[config.mk]
export PLATFORM = sky130hd
export DESIGN_NAME = dmc_mod_unit
export DESIGN_NICKNAME = d
export VERILOG_FILES = /design/src/sv/dmc_pkg.sv /design/src/sv/dmc_mod_unit.sv
export SDC_FILE = /design/constraint.sdc
export NUM_CORES = 1
export LEC_CHECK = 0
export BUFFER_PORTS_ARGS = -buffer_cell sky130_fd_sc_hd__buf_2
export CORE_ASPECT_RATIO = 0.9
export CORE_UTILIZATION = 59
export CTS_CLUSTER_SIZE = 14
export DETAILED_ROUTE_END_ITERATION = 12
export GPL_ROUTABILITY_DRIVEN = 0
export GPL_TIMING_DRIVEN = 1
export PLACE_DENSITY = 0.9
export SLEW_MARGIN = 20
export SYNTH_ARGS = -nofsm -noshare
export SYNTH_HDL_FRONTEND = slang
export SYNTH_SLANG_ARGS = --single-unit
[constraint.sdc]
create_clock -name clk -period 3.8 [get_ports clk]
set_input_delay 0 -clock clk [delete_from_list [all_inputs] [get_ports clk]]
set_output_delay 0 -clock clk [all_outputs]
set_load 0.01 [all_outputs]
[src/sv/dmc_pkg.sv]
package dmc_pkg;

  // widths fixed by the item fields and the configuration registers
  localparam int RAND_W      = 31;
  localparam int CFG_W       = 8;
  localparam int OUT_COORD_W = 7;
  localparam int SIDE_MIN    = 5;
  localparam int SIDE_RESET  = 21;

  // configuration register indexes
  localparam logic CFG_GRID_WIDTH  = 1'b0;
  localparam logic CFG_GRID_HEIGHT = 1'b1;

  typedef enum logic [1:0] {
    EV_START = 2'd0,
    EV_CARVE = 2'd1,
    EV_BACK  = 2'd2,
    EV_DONE  = 2'd3
  } event_kind_t;

  typedef enum logic [1:0] {
    PH_IDLE  = 2'd0,
    PH_WALK  = 2'd1,
    PH_DONE  = 2'd2,
    PH_SPARE = 2'd3
  } walk_phase_t;

  // neighbor directions, in search order
  typedef enum logic [1:0] {
    DIR_UP    = 2'd0,
    DIR_DOWN  = 2'd1,
    DIR_LEFT  = 2'd2,
    DIR_RIGHT = 2'd3
  } dir_t;

  // handshake between the sequencer and the remainder unit
  typedef struct packed {
    logic start;
  } mod_ctl_t;

  typedef struct packed {
    logic busy;
    logic done;
  } mod_sts_t;

endpackage

[src/sv/dmc_mod_unit.sv]
module dmc_mod_unit #(
  parameter int DW = 8
) (
  input  logic                        clk,
  input  logic                        rst_n,
  input  dmc_pkg::mod_ctl_t           ctl,
  input  logic [dmc_pkg::RAND_W-1:0]  dividend,
  input  logic [DW-1:0]               divisor,
  output dmc_pkg::mod_sts_t           sts,
  output logic [DW-1:0]               remainder
);
  import dmc_pkg::*;

  localparam int CNTW = $clog2(RAND_W);

  logic              busy_r;
  logic              done_r;
  logic [CNTW-1:0]   cnt_r;
  logic [RAND_W-1:0] dvd_r;
  logic [DW-1:0]     dsr_r;
  logic [DW-1:0]     rem_r;
  logic [DW:0]       shifted;
  logic [DW:0]       diff;
  logic [DW-1:0]     rem_nxt;

  // restoring remainder, one dividend bit a cycle
  always_comb begin
    shifted = {rem_r, dvd_r[RAND_W-1]};
    diff    = shifted - {1'b0, dsr_r};
    rem_nxt = (shifted >= {1'b0, dsr_r}) ? diff[DW-1:0] : shifted[DW-1:0];
  end

  always_ff @(posedge clk) begin
    if (!rst_n) begin
      busy_r <= 1'b0;
      done_r <= 1'b0;
      cnt_r  <= '0;
    end else begin
      done_r <= 1'b0;
      if (ctl.start) begin
        busy_r <= 1'b1;
        cnt_r  <= CNTW'(RAND_W - 1);
        dvd_r  <= dividend;
        dsr_r  <= divisor;
        rem_r  <= '0;
      end else if (busy_r) begin
        rem_r <= rem_nxt;
        dvd_r <= dvd_r << 1;
        if (cnt_r == '0) begin
          busy_r <= 1'b0;
          done_r <= 1'b1;
        end else begin
          cnt_r <= cnt_r - CNTW'(1);
        end
      end
    end
  end

  assign sts.busy  = busy_r;
  assign sts.done  = done_r;
  assign remainder = rem_r;

endmodule

**Word-level counts from Yosys, hierarchy flattened**

Index checks and enable logic that the tools add are counted.

- Register bits after elaboration: 54
- Input port bits: 42
- Output and inout bits: 10
- Logic and storage cells: 33

- $add $sub $neg: 2
- Order comparisons: 1
- Equal/unequal tests: 1
- Mux-type cells: 11
- Bitwise logic cells: 3
- Reduce and logical (&&, ||, !) cells: 8

Operators by type and width:

| kind | number |
|---|---|
| two-way mux 31 bit | 2 |
| two-way mux 8 bit | 2 |
| two-way mux 5 bit | 3 |
| greater-or-equal comparator 9 x 8 -> 1 bit | 1 |
| AND reduction 2 bit | 4 |
| subtractor 8 bit | 1 |
| zero test 5 bit | 1 |
| subtractor 5 x 1 -> 5 bit (second input constant) | 1 |
| two-way mux 1 bit | 4 |
| inverter 1 bit | 3 |
| OR reduction 3 bit | 1 |
| != test 2 bit (second input constant) | 1 |
| nonzero test 2 bit | 1 |
| OR reduction 2 bit | 1 |

**Logic depth before layout (Yosys ltp)**

Gate-level depths: netlist of run 1.

- Depth after elaboration: 4
- Gate-level depth with buffers: 9
- Depth with buffers taken out: 8

**Worst setup path before layout of run 1**

Ideal clock, no wire load.

- Path type: reg2reg
- From: register rem_r[0] (netlist: remainder[0])
- To: register rem_r[2] (netlist: remainder[2]) (data pin)
- Data arrival time: 1819 ps
- Path slack: 1715 ps
- Cell stages (with the launch flop): 8
- Cell sequence: edfxtp_1 > ha_1 > or3b_1 > a211oi_2 > o21a_2 > buf_6 > mux2i_1 > nor2_1

- Longest elaborated chain between the ends: 3
- Elaborated cells between the ends (all ways): 4

RTL lines:

| item | line | source |
|---|---|---|
| start: declaration | dmc_mod_unit.sv:21 | `logic [DW-1:0] rem_r;` |
| start signal: assignment | dmc_mod_unit.sv:47 | `rem_r <= rem_nxt;` |
| subtractor 8 bit / greater-or-equal comparator 9 x 8 -> 1 bit (equally long branches) | dmc_mod_unit.sv:29, dmc_mod_unit.sv:30 |  |
| two-way mux 8 bit * | dmc_mod_unit.sv:30 | `rem_nxt = (shifted >= {1'b0, dsr_r}) ? diff[DW-1:0] : shifted[DW-1:0];` |
| two-way mux 8 bit * | dmc_mod_unit.sv:46 | `end else if (busy_r) begin` |

Mark *: on every way between the ends. The rest lies on a longest branch, timed or not. The select of a mux whose other input is x is not followed.
A chain may end at the register's enable or synchronous reset.

**Final worst setup path of run 1**

- From: register rem_r[5] (netlist: remainder[5])
- To: register rem_r[2] (netlist: remainder[2]) (data pin)

- Longest elaborated chain between the ends: 3

RTL lines:

| item | line |
|---|---|
| greater-or-equal comparator 9 x 8 -> 1 bit | dmc_mod_unit.sv:30 |
| two-way mux 8 bit | dmc_mod_unit.sv:30 |
| two-way mux 8 bit | dmc_mod_unit.sv:46 |

Every way passes these cells. The select of a mux whose other input is x is not followed.

==> results.md, run 1 <==
- Status: finished with violations
- Failing checks: hold timing
- Post-Syn Area: 2680 sq um
- GR Util All Layers: 27.4%
- Total core area: 4210 sq um
- Required time of the critical path: 3840 ps
- Die W: 73.0 um
- Post-synth EDFFs: 47
- RSZ-0062 raised after global routing: no
- WP buf/inv: 0
- Hold WS: -9.66 ps
- Seq cells post-synth: 54
- Post-synthesis sequential area ratio: 57.9%
- Largest area contributor in the netlist: edfxtp_1
- Worst slew pin tran: 926 ps
- Metal2 WL: 3200 um
- Critical Path Max Stage Delay: 450 ps
- Area added between synthesis and finish: 29.3%
- Root buf cell: clkbuf_8
- Crit path cell chain: ha_1 -> a21o_1 -> a21boi_0 -> o21a_2 -> mux2i_1 -> nor2_1
- Bufs on Longest Clock Path: 2
- Number of global-route vias before repair: 1,886
- Pleak: 1.39 nW
- Commonest non-fill, non-tap cell in the layout: buf_2
- ANT cells: 0
- CTS Sinks: 54
- Hold path cells: 2
- Grt ovf: 0
- Sequential standard cell area: 1550 sq um
- Mapped Nets: 250
- DP HPWL: 3250 um
- VDD IR-drop max: 369 uV
- TritonCTS clock tree: built
- Setup_tns: 0 ps
- Gate power share: 20.6%
- Internal: 1.04 mW
- Part of the power in registers: 51.7%
- CTS clock-pin slew for the worst setup and hold paths: 100 ps
- I/O pin count: 52
- Min-Delay Path Class: input pin to flop
- IO Port Bufs: 51
- First-pass DRT Iterations: 4
- Cells on worst reg2reg path: 6
- Share of power burned in the clock network: 27.7%
- Max FO, Critical Path: 12
- Post-synthesis average cell area: 13.5 sq um
- Syn. warnings: 0
- Cells after synthesis: 198
- FMAX: 0.409 GHz
- Inst Count DP: 301
- CP endpoint kind: flop
- Pin count of the biggest net entering global routing: 44
- Stages on worst setup path: 6
- Net Sw Power: 0.356 mW
- Num rows: 22
- Count of final setup violators: 0
- Nets: 339
- Final antenna-violating net count: 0
- DRC Markers: 0
- Clk Latency, worst-skew pair: 320 ps
- Multi-input logic area: 1020 sq um
- CTS resizes: 0
- Starting DRC count in detailed routing: 113
- Vias per cell: 5.70
- Power Dens Cells: 403 nW/um^2
- Starting Density: 63.6%
- Async S/R FF share, synth: 0%
- Most used DFF post-synth: edfxtp_1
- Tcrit/Tclk final: 64.3%
- Via count: 1,984
- Critical Path AT: 2480 ps
- Top cells by area, synth: edfxtp_1 53%, mux2_2 13%, dfxtp_1 5.2%, ha_1 4.2%, inv_1 2.1%
- Num CTS Buffers: 5
- Non-Filler Instances: 348
- Final core occ: 82.3%
- Most frequent cells in the layout: 51 x buf_2, 47 x edfxtp_1, 39 x dlygate4sd3_1, 30 x mux2_2, 15 x inv_1
- Post-placement cell area: 2970 sq um
- Die height: 65.9 um
- Die ar.: 4820 sq um
- Slowest-stage cell, CP: edfxtp_1
- Clock skew: 9.96 ps
- Max-Cap Viols: 0
- Switching Share: 25.5%
- Final Max Slew Viols: 0
- Delay-heaviest family, CP: compound AO/OA/AOI/OAI gates
- WL met3: 353 um
- Synth top area share: 52.7%
- Relative slew slack: 38.3%
- Filler cell count: 245
- Initial antenna violation count: 0
- Final wirelength: 6080 um
- Met1 wire length: 2460 um
- Top Layer Used: met4
- Final hold violation count: 1
- Fraction of layout cells with a size suffix above 1: 32.6%
- Synth unique cells: 48
- Final worst path period need: 2440 ps
- CP startpoint kind: flop
- Wire per inst: 17.5 um
- CTS H-tree lvls: 2
- First-pass GRT wire length: 9200 um
- Design Area, Final: 3470 sq um
- Worst Setup Path Type: flop to flop
## power by group through the flow
stage          registers, mW  clock network (mW)  logic (mW)
2_1_floorplan          0.731                   0       0.177
3_3_place_gp           0.731                   0       0.231
3_5_place_dp           0.732                   0       0.242
4_1_cts                0.719               0.387       0.271
5_1_grt                0.726               0.420       0.309
6_report               0.722               0.387       0.287
## stage by stage
| stage | hold WS [ps] | power [mW] | setup slack, ps |
|---|---|---|---|
| after floorplan | 98.9 | 0.908 | 1710 |
| after global placement | 178 | 0.962 | 1650 |
| after detailed placement | 179 | 0.975 | 1550 |
| after CTS | 0.258 | 1.38 | 1470 |
| after global routing | 10.2 | 1.45 | 1300 |
| final | -9.66 | 1.40 | 1360 |
## worst reg2reg max path: cells and delay by family (launching register included)
kind | cells | cell delay [ps]
AO/OA/AOI/OAI | 3 | 970
adder cells (fa/ha/maj) | 1 | 350
multiplexers | 1 | 310
AND/OR/NAND/NOR | 1 | 80
flip-flops | 1 | 450
## synth_stat cells (all sizes together), types with 2 or more instances
library cell / number
a211oi: 3
a21boi: 4
a21o: 2
a21oi: 6
a31oi: 2
and2: 2
and3: 2
and4: 2
buf: 4
clkbuf: 5
dfxtp: 7
edfxtp: 47
ha: 9
inv: 15
mux2: 30
nand2: 6
nand3: 3
nor2: 5
nor2b: 5
nor3: 3
nor4: 2
o211ai: 2
o21a: 7
o21ai: 4
xnor2: 3
## registers in the layout (all words and copies together), names as in the netlist
signal,flops
done_r,1
remainder,8
busy_r,1
cnt_r,5
dsr_r,8
dvd_r,31
## per-layer routing
layer | track usage, % | up-vias
li1 | - | 924
met1 | 32.6 | 961
met2 | 48.4 | 93
met3 | 6.25 | 6
met4 | 9.56 | 0
met5 | 0 | -
## worst paths after layout
path | from | endpoint | slack [ps]
worst max-delay path | remainder[5]$_SDFFCE_PP0P_ | remainder[2]$_SDFFCE_PP0P_ | 1360
worst min-delay path | dividend[23] | dvd_r[23]$_DFFE_PP_ | -10
worst max register to register | remainder[5]$_SDFFCE_PP0P_ | remainder[2]$_SDFFCE_PP0P_ | 1360
worst min register to register | cnt_r[4]$_SDFFE_PN0P_ | cnt_r[4]$_SDFFE_PN0P_ | 550
## what timing repair did
action,CTS,global route
endpoints found under the hold margin,35,5
hold buffers,34,5
setup buffers,0,0
## cell families (layout without fill, tap and decap cells)
logic type / after synthesis / count (layout) / synth area share [%]
XOR/XNOR: 4 / 4 / 1.31
multiplexers: 31 / 31 / 13.0
flip-flops: 54 / 54 / 57.9
AND/OR/NAND/NOR: 37 / 37 / 8.31
buffers and inverters: 24 / 114 / 4.06
adder cells (fa/ha/maj): 10 / 10 / 4.95
AO/OA/AOI/OAI: 38 / 38 / 10.5
## layout make-up
type | count | area share (%)
repair buffers | 91 | 18.8
well taps | 60 | 2.17
clock inverters | 2 | 1.08
flip-flops and latches | 54 | 44.8
clock buffers | 6 | 2.09
inverters | 15 | 1.62
multi-input cells | 120 | 29.4
No activity file was read; power rests on OpenSTA's default activity.
==> run 2, diff against run 1 <==
- CORE_UTILIZATION: 59 -> 55
- PLACE_DENSITY: 0.9 -> 0.85
- clock period: 3.8 -> 2.5 ns (I/O delays scaled with it)
==> results.md, run 2 (synthesis results as in run 1) <==
- Final wirelength: 5740 um
- Starting Density: 58.6%
- Max-Cap Viols: 0
- Vias per cell: 5.49
- Final antenna-violating net count: 0
- Final WS setup: 257 ps
- Max FO, Critical Path: 12
- CP startpoint kind: flop
- Die height: 68.2 um
- Most frequent cells in the layout: 51 x buf_2, 47 x edfxtp_1, 39 x dlygate4sd3_1, 30 x mux2_2, 15 x inv_1
- First-pass DRT Iterations: 4
- Root buf cell: clkbuf_8
- Worst setup path start: dvd_r[30]$_DFFE_PP_
- Num CTS Buffers: 5
- Nets: 341
- Delay-heaviest family, CP: compound AO/OA/AOI/OAI gates
- Final hold violation count: 0
- Count of final setup violators: 0
- Worst slew pin tran: 460 ps
- Wire per inst: 16.3 um
- ANT cells: 0
- DP HPWL: 3540 um
- Bufs on Longest Clock Path: 2
- Grt ovf: 0
- Final worst path period need: 2240 ps
- Starting DRC count in detailed routing: 139
- First-pass GRT wire length: 9150 um
- Worst Setup Path Type: flop to flop
- WP buf/inv: 1
- CTS Sinks: 54
- Dpl ws: 270 ps
- Num rows: 23
- IO Port Bufs: 51
- Worst R2R Start: dvd_r[30]$_DFFE_PP_
- Fraction of layout cells with a size suffix above 1: 33.4%
- Status: completed
- Overall power: 2.12 mW
- Pin count of the biggest net entering global routing: 33
- Crit path cell chain: inv_1 -> ha_1 -> or3b_1 -> a211oi_2 -> o21a_2 -> o31ai_1 -> and2_1
- Top reg by flops: dvd_r
- Slowest-stage cell, CP: or3b_1
- Setup Buffers After CTS: 0
- Clk Latency, worst-skew pair: 310 ps
- Final Max Slew Viols: 0
- Die ar.: 5160 sq um
- TritonCTS clock tree: built
- VDD IR-drop max: 414 uV
- Setup_tns: 0 ps
- FMAX: 0.446 GHz
- Total core area: 4580 sq um
- Inst Count DP: 305
- CTS clock-pin slew for the worst setup and hold paths: 90 ps
- Area added between synthesis and finish: 30.4%
- Critical Path AT: 2320 ps
- CTS H-tree lvls: 2
- Tcrit/Tclk final: 89.7%
- Worst hold start: dividend[30]
- Relative slew slack: 69.3%
- Initial antenna violation count: 0
- I/O pin count: 52
- Clock skew: 3.84 ps
- DRC Markers: 0
- Min-Delay Path Class: input pin to flop
- Die W: 75.6 um
- RSZ-0062 raised after global routing: no
- Commonest non-fill, non-tap cell in the layout: buf_2
- Pleak: 1.41 nW
- Required time of the critical path: 2580 ps
- GR Util All Layers: 25.0%
- Via count: 1,931
- Number of global-route vias before repair: 1,944
- Max reg flops: 31
- Power Dens Cells: 606 nW/um^2
- Non-Filler Instances: 352
- Critical Path Max Stage Delay: 400 ps
- CP endpoint kind: flop
==> run 2: worst register-to-register path, stage by stage (launching register included) <==
cell	delay, ps
edfxtp_1	360
inv_1	90
ha_1	250
or3b_1	400
a211oi_2	250
o21a_2	330
o31ai_1	140
and2_1	170
==> run 2: repair_timing <==
item / CTS / global route
gates resized for setup: 0 / 1
hold buffers: 38 / 1
hold endpoints to repair: 38 / 1
setup endpoints to repair: 0 / 1
==> run 2: cell type report <==
type / instances / area [sq um]
Clock buffer: 7 / 76.3
Clock inverter: 1 / 30.0
Fill cell: 293 / 1080
Inverter: 15 / 56.3
Multi-Input combinational cell: 120 / 1020
Sequential cell: 54 / 1550
Tap cell: 62 / 77.6
Timing Repair Buffer: 93 / 681
==> run 2: final timing paths <==
path / cells past startpoint / endpoint / slack, ps
min: 2 / dvd_r[30]$_DFFE_PP_ / 20
min reg2reg: 2 / cnt_r[4]$_SDFFE_PN0P_ / 530
max: 7 / remainder[5]$_SDFFCE_PP0P_ / 260
max reg2reg: 7 / remainder[5]$_SDFFCE_PP0P_ / 260
==> run 2: stage by stage <==
step	area [sq um]	hold slack (ps)	utilization (%)
after floorplan	2680	98.9	-
after global placement	3000	177	65.5
after detailed placement	3000	178	65.5
after CTS	3480	0.976	76.1
after global routing	3500	28.9	76.4
final	3500	17.4	76.4
==> run 2: power by group <==
part | total (mW) | internal [mW] | switching, mW | leakage [nW]
clock | 0.589 | 0.300 | 0.289 | 0.0524
sequential | 1.09 | 1.06 | 0.0311 | 0.506
combinational | 0.435 | 0.224 | 0.211 | 0.848
total | 2.12 | 1.59 | 0.531 | 1.41
==> run 2: per-layer routing <==
metal	up-vias	wire length, um	track usage, %
met3	11	306	5.60
met5	-	0	0
met4	0	115	11.8
met2	63	2940	41.7
met1	926	2380	31.1
li1	931	-	-
